### config.mk
export PLATFORM = sky130hd
export DESIGN_NAME = mbha_seq
export DESIGN_NICKNAME = d
export VERILOG_FILES = /design/src/rtl/core/mbha_pkg.sv /design/src/rtl/core/mbha_seq.sv
export SDC_FILE = /design/constraint.sdc
export NUM_CORES = 1
export LEC_CHECK = 0
export ABC_AREA = 0
export BUFFER_PORTS_ARGS = -buffer_cell sky130_fd_sc_hd__clkbuf_2
export CORE_UTILIZATION = 30
export CTS_CLUSTER_DIAMETER = 150
export DETAILED_ROUTE_END_ITERATION = 8
export GPL_ROUTABILITY_DRIVEN = 0
export GPL_TIMING_DRIVEN = 0
export PLACE_DENSITY = 0.46
export SYNTH_ARGS = -nofsm -noshare
export SYNTH_HDL_FRONTEND = slang
export SYNTH_SLANG_ARGS = --single-unit
### constraint.sdc
create_clock -name clock -period 4.6 [get_ports clock]
set_input_delay 0.69 -clock clock [delete_from_list [all_inputs] [get_ports clock]]
set_output_delay 0.69 -clock clock [all_outputs]
set_load 0.01 [all_outputs]
### src/rtl/core/mbha_pkg.sv
// Package: types, codes and constants for the marker byte heap allocator.
`timescale 1ns / 1ps
`default_nettype none
package mbha_pkg;
   localparam int unsigned HEAP_BYTES_DEF = 1024;
   localparam logic [7:0] BEGIN_MARKER_RST = 8'd2;
   localparam logic [7:0] END_MARKER_RST = 8'd3;

   localparam logic [1:0] REQ_ALLOC = 2'd0;
   localparam logic [1:0] REQ_FREE  = 2'd1;
   localparam logic [1:0] REQ_FILL  = 2'd2;
   localparam logic [1:0] REQ_COUNT = 2'd3;

   localparam logic [1:0] ST_OK       = 2'd0;
   localparam logic [1:0] ST_NO_SPACE = 2'd1;
   localparam logic [1:0] ST_OVERRUN  = 2'd2;

   localparam logic CSR_BEGIN = 1'b0;
   localparam logic CSR_END   = 1'b1;

   typedef enum logic [3:0] {
      S_CLEAR, S_IDLE, S_A_FIND_RD, S_A_FIND, S_A_CHK_RD, S_A_CHK, S_A_MARK,
      S_F_RD, S_F_CHK, S_L_RD, S_L_CHK, S_C_RD, S_C_CHK, S_DONE
   } state_type;

   // memory access request from the sequencer to the heap memory
   typedef struct packed {
      logic        rd;
      logic        wr;
      logic [15:0] addr;
      logic [7:0]  wdata;
   } mem_req_type;
endpackage
`default_nettype wire

### src/rtl/core/mbha_seq.sv
// Request sequencer: walks the heap through the memory port.
`timescale 1ns / 1ps
`default_nettype none
module mbha_seq #(
   parameter int unsigned HEAP_BYTES = mbha_pkg::HEAP_BYTES_DEF
) (
   input  wire logic                  clock,
   input  wire logic                  reset,
   input  wire logic                  req_valid,
   output logic                       req_ready,
   input  wire logic [1:0]            req_type,
   input  wire logic [9:0]            req_offset,
   input  wire logic [9:0]            req_size,
   input  wire logic [7:0]            req_value,
   output logic                       rsp_valid,
   input  wire logic                  rsp_ready,
   output logic [1:0]                 rsp_status,
   output logic [9:0]                 rsp_data_offset,
   output logic [10:0]                rsp_used_count,
   input  wire logic [7:0]            begin_mk,
   input  wire logic [7:0]            end_mk,
   output mbha_pkg::mem_req_type      mreq,
   input  wire logic [7:0]            rdata
);
   import mbha_pkg::*;
   localparam logic [16:0] HB = 17'(HEAP_BYTES);

   state_type   state_ff, state_in;
   logic [16:0] pos_ff, pos_in;     // scan base
   logic [16:0] idx_ff, idx_in;     // current byte
   logic [16:0] lim_ff, lim_in;     // end of check / fill
   logic [1:0]  op_ff, op_in;
   logic [9:0]  size_ff, size_in;
   logic [7:0]  val_ff, val_in;
   logic        cnt_on_ff, cnt_on_in;
   logic        mark_ff, mark_in;   // end marker seen, read of next byte pending
   logic [10:0] cnt_ff, cnt_in;
   logic [1:0]  st_ff, st_in;
   logic [9:0]  doff_ff, doff_in;
   logic [10:0] used_ff, used_in;
   logic        rv_ff, rv_in;

   always_ff @(posedge clock) begin
      if (reset) begin
         state_ff <= S_CLEAR;
         idx_ff <= '0;
         rv_ff <= 1'b0;
      end else begin
         state_ff <= state_in;
         idx_ff <= idx_in;
         rv_ff <= rv_in;
      end
      pos_ff <= pos_in; lim_ff <= lim_in; op_ff <= op_in; size_ff <= size_in;
      val_ff <= val_in; cnt_on_ff <= cnt_on_in; mark_ff <= mark_in;
      cnt_ff <= cnt_in; st_ff <= st_in; doff_ff <= doff_in; used_ff <= used_in;
   end

   always_comb begin
      state_in = state_ff; pos_in = pos_ff; idx_in = idx_ff; lim_in = lim_ff;
      op_in = op_ff; size_in = size_ff; val_in = val_ff; cnt_on_in = cnt_on_ff;
      mark_in = mark_ff; cnt_in = cnt_ff; st_in = st_ff; doff_in = doff_ff;
      used_in = used_ff; rv_in = rv_ff;
      mreq = '0;
      req_ready = 1'b0;
      if (rv_ff && rsp_ready) rv_in = 1'b0;
      case (state_ff)
         S_CLEAR: begin
            mreq.wr = 1'b1; mreq.addr = idx_ff[15:0];
            idx_in = idx_ff + 17'd1;
            if (idx_ff == HB - 17'd1) state_in = S_IDLE;
         end
         S_IDLE: begin
            req_ready = !rv_ff || rsp_ready;
            if (req_valid && req_ready) begin
               op_in = req_type; size_in = req_size; val_in = req_value;
               st_in = ST_OK; doff_in = '0; used_in = '0;
               idx_in = 17'(req_offset);
               case (req_type)
                  REQ_ALLOC: begin
                     mreq.wr = 1'b1; mreq.addr = '0; mreq.wdata = end_mk;
                     idx_in = '0; mark_in = 1'b0; state_in = S_A_FIND_RD;
                  end
                  REQ_FREE: begin
                     if (17'(req_offset) >= HB) begin
                        st_in = ST_NO_SPACE; state_in = S_DONE;
                     end else begin
                        if (req_offset != 10'd0) begin
                           mreq.wr = 1'b1; mreq.addr = 16'(req_offset - 10'd1);
                        end
                        state_in = S_F_RD;
                     end
                  end
                  REQ_FILL: begin
                     lim_in = 17'(req_offset) + 17'(req_size);
                     state_in = S_L_RD;
                  end
                  default: begin
                     idx_in = 17'd1; cnt_in = 11'd1; cnt_on_in = 1'b0;
                     state_in = S_C_RD;
                  end
               endcase
            end
         end
         S_A_FIND_RD: begin
            if (idx_ff >= HB) begin
               st_in = ST_NO_SPACE; state_in = S_DONE;
            end else begin
               mreq.rd = 1'b1; mreq.addr = idx_ff[15:0]; state_in = S_A_FIND;
            end
         end
         S_A_FIND: begin
            // mark_ff: an end marker was found at pos_ff and rdata holds the byte after it
            if (mark_ff) begin
               mark_in = 1'b0;
               if (rdata == begin_mk) begin
                  idx_in = pos_ff + 17'd2; state_in = S_A_FIND_RD;
               end else if (pos_ff + 17'(size_ff) + 17'd2 >= HB) begin
                  st_in = ST_NO_SPACE; state_in = S_DONE;
               end else begin
                  idx_in = pos_ff + 17'd2;
                  lim_in = pos_ff + 17'(size_ff) + 17'd2;
                  state_in = S_A_CHK_RD;
               end
            end else if (rdata == end_mk) begin
               pos_in = idx_ff;
               if (idx_ff + 17'd1 >= HB) begin
                  st_in = ST_NO_SPACE; state_in = S_DONE;
               end else begin
                  mark_in = 1'b1;
                  mreq.rd = 1'b1; mreq.addr = 16'(idx_ff + 17'd1);
               end
            end else begin
               idx_in = idx_ff + 17'd1; state_in = S_A_FIND_RD;
            end
         end
         S_A_CHK_RD: begin
            mreq.rd = 1'b1; mreq.addr = idx_ff[15:0]; state_in = S_A_CHK;
         end
         S_A_CHK: begin
            if (rdata == begin_mk) begin
               idx_in = pos_ff + 17'd1; state_in = S_A_FIND_RD;
            end else if (idx_ff == lim_ff) begin
               mreq.wr = 1'b1; mreq.addr = 16'(pos_ff + 17'd1); mreq.wdata = begin_mk;
               doff_in = 10'(pos_ff + 17'd2);
               state_in = S_A_MARK;
            end else begin
               idx_in = idx_ff + 17'd1; state_in = S_A_CHK_RD;
            end
         end
         S_A_MARK: begin
            mreq.wr = 1'b1; mreq.addr = lim_ff[15:0]; mreq.wdata = end_mk;
            state_in = S_DONE;
         end
         S_F_RD: begin
            if (idx_ff >= HB) begin
               st_in = ST_NO_SPACE; state_in = S_DONE;
            end else begin
               mreq.rd = 1'b1; mreq.addr = idx_ff[15:0]; state_in = S_F_CHK;
            end
         end
         S_F_CHK: begin
            mreq.wr = 1'b1; mreq.addr = idx_ff[15:0];
            idx_in = idx_ff + 17'd1;
            state_in = (rdata == end_mk) ? S_DONE : S_F_RD;
         end
         S_L_RD: begin
            if (idx_ff == lim_ff) state_in = S_DONE;
            else if (idx_ff >= HB) begin
               st_in = ST_NO_SPACE; state_in = S_DONE;
            end else begin
               mreq.rd = 1'b1; mreq.addr = idx_ff[15:0]; state_in = S_L_CHK;
            end
         end
         S_L_CHK: begin
            if (rdata == end_mk) begin
               st_in = ST_OVERRUN; state_in = S_DONE;
            end else begin
               mreq.wr = 1'b1; mreq.addr = idx_ff[15:0]; mreq.wdata = val_ff;
               idx_in = idx_ff + 17'd1; state_in = S_L_RD;
            end
         end
         S_C_RD: begin
            if (idx_ff >= HB) begin
               used_in = cnt_ff; state_in = S_DONE;
            end else begin
               mreq.rd = 1'b1; mreq.addr = idx_ff[15:0]; state_in = S_C_CHK;
            end
         end
         S_C_CHK: begin
            // saturating add of up to two
            logic [11:0] sum;
            sum = 12'(cnt_ff) + 12'(cnt_on_ff) + 12'(rdata == begin_mk);
            cnt_in = (sum > 12'd2047) ? 11'd2047 : sum[10:0];
            if (rdata == begin_mk) cnt_on_in = 1'b1;
            else if (rdata == end_mk) cnt_on_in = 1'b0;
            idx_in = idx_ff + 17'd1; state_in = S_C_RD;
         end
         S_DONE: begin
            if (!rv_ff || rsp_ready) begin
               rv_in = 1'b1; state_in = S_IDLE;
            end
         end
         default: state_in = S_IDLE;
      endcase
   end

   assign rsp_valid = rv_ff;
   assign rsp_status = st_ff;
   assign rsp_data_offset = doff_ff;
   assign rsp_used_count = used_ff;
endmodule
`default_nettype wire

==> summary.md <==
| Metric | Value |
|---|---|
| Sequential-to-total area share from yosys stat | `35.8%` |
| Largest net degree at the start of global routing | `23` |
| CTS tree | `yes` |
| Clock-pin slew on the worst setup and hold paths | `0.08 ns` |
| Hold crit path type | `reg2reg` |
| Initial Util | `30.8%` |
| Crit. End Element | `primary output` |
| Top-count cell post-synth | `nand2_1` |
| CP max stage delay | `0.60 ns` |
| Yosys cell types | `82` |
| P&R area growth vs syn | `16.1%` |
| Startpoint Class | `register` |
| Critical Path RT | `3.91 ns` |
| CTS root buffer | `clkbuf_16` |
| Max Buffers Root-to-Sink | `2` |
| Post-Synth XOR/XNOR Area | `9.23%` |
| Antenna violations before repair | `2` |
| Number of synthesized register bits | `110` |
| VDD IR-drop max | `0.176 mV` |
| Synth area leaders | `edfxtp_1 31%, ha_1 6.1%, xnor2_1 5.3%, dfxtp_1 5.1%, nand2_1 4.4%` |
| GR Overflow Total | `0` |
| Global-route wire length before repair | `48100 µm` |
| Setup violators final | `0` |
| Largest family of logic cells by synthesized area | `compound AO/OA/AOI/OAI gates` |
| Die X | `172 µm` |
| # fillers | `3004` |
| Crit Path Class | `reg2out` |
| Port Buffers | `108` |
| Row count | `61` |
| Final core occ | `35.7%` |
| Post-synth EDFFs | `88` |
| Fin cells | `1493` |
| Commonest cells post-synth | `102 x nand2_1, 88 x edfxtp_1, 83 x nor2_1, 65 x a21oi_1` |
| Area of the mapped netlist | `8620 µm²` |
| Least-Margin Pin Slew | `1.17 ns` |
| CTS Buf Count | `9` |
| Post-synthesis async set-or-reset flop share | `0%` |
| Tcrit/Tclk final | `96.7%` |
| # DRC | `0` |
| Leak Pwr | `3.89 nW` |
| Vias | `8288` |
| Critical path depth | `11` |
| Fin area | `10000 µm²` |
| Diode count | `0` |
| DRT iter0 DRCs | `814` |
| Setup slack, reg-to-reg | `0.38 ns` |
| Crit-path leading delay family | `buffers and inverters` |
| Ports | `109` |
| Adder-Cell Fraction of Synth Area | `6.79%` |
| MaxCap Viol Count | `0` |
| WP data arrival | `3.76 ns` |
| Post-synthesis compound-gate area fraction | `21.6%` |
| CP Cell Sequence | `buf_2 > inv_1 > nand2_1 > nor3_4 > and3_1 > clkbuf_4 > o311ai_0 > clkbuf_1 > o221ai_1 > a2111o_1 > clkbuf_2` |
| Post-synth net total | `1090` |
| CTS H-Tree Depth | `3` |
| CP Buf/Inv Count | `5` |
| Multiplexer share of the synthesized area | `0.580%` |
| Area of the multi-input gates | `5140 µm²` |
| Vias per inst | `5.55` |
| Remaining antenna violation count | `0` |
| Post-DP HPWL | `25000 µm` |
| Post-synthesis cell count | `987` |
| Slowest cell on crit path | `clkbuf_1` |
| Pwr Density | `206 nW/µm²` |
| Pre-Repair DR Iteration Count | `6` |
| Top FF cell, synth | `edfxtp_1` |
| Drt total wl | `32400 µm` |
| R2R depth | `11` |
| Synth top area share | `30.6%` |
| Die Area | `29400 µm²` |
| Layout cell share with drive strength beyond 1 | `16.6%` |
| Nets | `1213` |
| Fmax | `0.225 GHz` |
| Synthesized area per cell | `8.74 µm²` |
| Setup TNS | `0 ns` |
| Post-Synth Simple-Gate Area | `20.9%` |
| Synth Warn # | `0` |
| Status | `finished, final reports clean` |
| Final setup skew | `0.00912 ns` |
| Vias in the first global route | `7802` |
| Critical path peak fanout | `22` |
| Placed cells | `1476` |
| Post-synth top area cell | `edfxtp_1` |
| Final Power | `2.06 mW` |
| Register Area | `3080 µm²` |
| Slew Limit Headroom | `22.1%` |
| Area of the core | `28000 µm²` |
| Final Hold Fails | `0` |
| WL/cell | `21.7 µm` |
| Clock Latency Late Sink | `0.37 ns` |
| Vert. Die Dim | `172 µm` |
| TritonCTS Sinks | `110` |
| GRT Total Usage | `22.2%` |
| Unrepaired setup endpoints after global routing | `no` |
| Min cycle time layout | `4.45 ns` |
| WHS Path Cells | `0` |
| Area of placed instances | `9700 µm²` |
| Final slew viol count | `0` |
## timing repair
| action | in CTS | in global routing |
|---|---|---|
| setup buffers | 0 | 1 |
| hold buffers | 0 | 0 |
| resized for setup | 4 | 3 |
| endpoints found under the setup margin | 10 | 22 |
## cell type report
| type | instances | share of cell area [%] |
|---|---|---|
| multi-input cells | 777 | 51.3 |
| inverters | 35 | 1.31 |
| clock inverters | 6 | 0.550 |
| repair buffers | 112 | 5.89 |
| plain buffers | 65 | 3.12 |
| flip-flops and latches | 110 | 30.8 |
| clock buffers | 10 | 2.29 |
| well taps | 378 | 4.72 |
## layer usage
metal / wire, µm / track usage (%) / share of wire, % / vias up
met1: 14400 / 30.5 / 44 / 3946
met5: 13 / 0 / 0.040 / -
met3: 2500 / 4.23 / 7.7 / 67
met2: 14400 / 34.3 / 44 / 378
met4: 1100 / 8.66 / 3.4 / 2
li1: - / - / - / 3895
## layout by cell type (no fill, tap or decap), types with 5 or more instances in the layout
master     Yosys  final
clkbuf_16      0      9
o31ai_1       11     11
nand3_1       35     35
and3_1        18     18
a221oi_1       5      5
a21oi_1       65     65
ha_1          42     42
o21ai_0       52     52
clkbuf_2       0    109
o221ai_1      11     11
a2111oi_0      5      5
nand2_1      102    102
inv_1         34     34
a211oi_1       6      5
or3_1         10     10
nand4_1       13     13
nor2_1        83     82
clkbuf_1      42     41
xnor2_1       52     52
o211ai_1      11     11
nand2b_1       8      8
mux2i_1        5      5
nor4_1         5      5
buf_6          4      5
and2_1        23     23
edfxtp_1      88     88
a21o_1        12     12
a22oi_1       11     11
o211a_1        5      5
xor2_1        37     37
a221o_1        6      6
o32ai_1        5      5
nor3_1        37     35
buf_2         18     18
nor2b_1        8      8
or2_2          9      9
dfxtp_1       22     22
a211o_1        8      8
## sequential cells by signal, summed over array words and instances (netlist names)
| signal | cells |
|---|---|
| cnt_ff | 11 |
| cnt_on_ff | 1 |
| idx_ff | 17 |
| lim_ff | 17 |
| mark_ff | 1 |
| pos_ff | 17 |
| rsp_data_offset | 10 |
| rsp_status | 2 |
| rsp_used_count | 11 |
| rsp_valid | 1 |
| size_ff | 10 |
| state_ff | 4 |
| val_ff | 8 |
## worst paths after layout
path                    start          to
setup / recovery  state_ff[2]    mreq[15]
hold / removal      idx_ff[9]   pos_ff[9]
setup reg to reg    pos_ff[7]  lim_ff[13]
hold reg to reg     idx_ff[9]   pos_ff[9]
## per-stage QoR
| stage | hold WS [ns] | setup slack (ns) |
|---|---|---|
| floorplan | 0.403 | 0.271 |
| global placement | 0.406 | -2.44 |
| detailed placement | 0.415 | -0.145 |
| CTS | 0.429 | 0.107 |
| global route | 0.446 | 0.0302 |
| finish | 0.435 | 0.153 |
## where the power goes
part	internal (mW)	switching (mW)	leakage, nW
Combinational	0.0720	0.0964	2.71
Clock	0.381	0.436	0.133
Sequential	1.07	0.00459	1.05
Total	1.52	0.537	3.89
## kinds of logic after synthesis
group / count (synthesis)
AND/OR/NAND/NOR: 367
AO/OA/AOI/OAI: 270
flip-flops: 110
buffers and inverters: 100
XOR/XNOR: 90
adder cells (fa/ha/maj): 45
multiplexers: 5
Power figures use the tool's default switching activity.
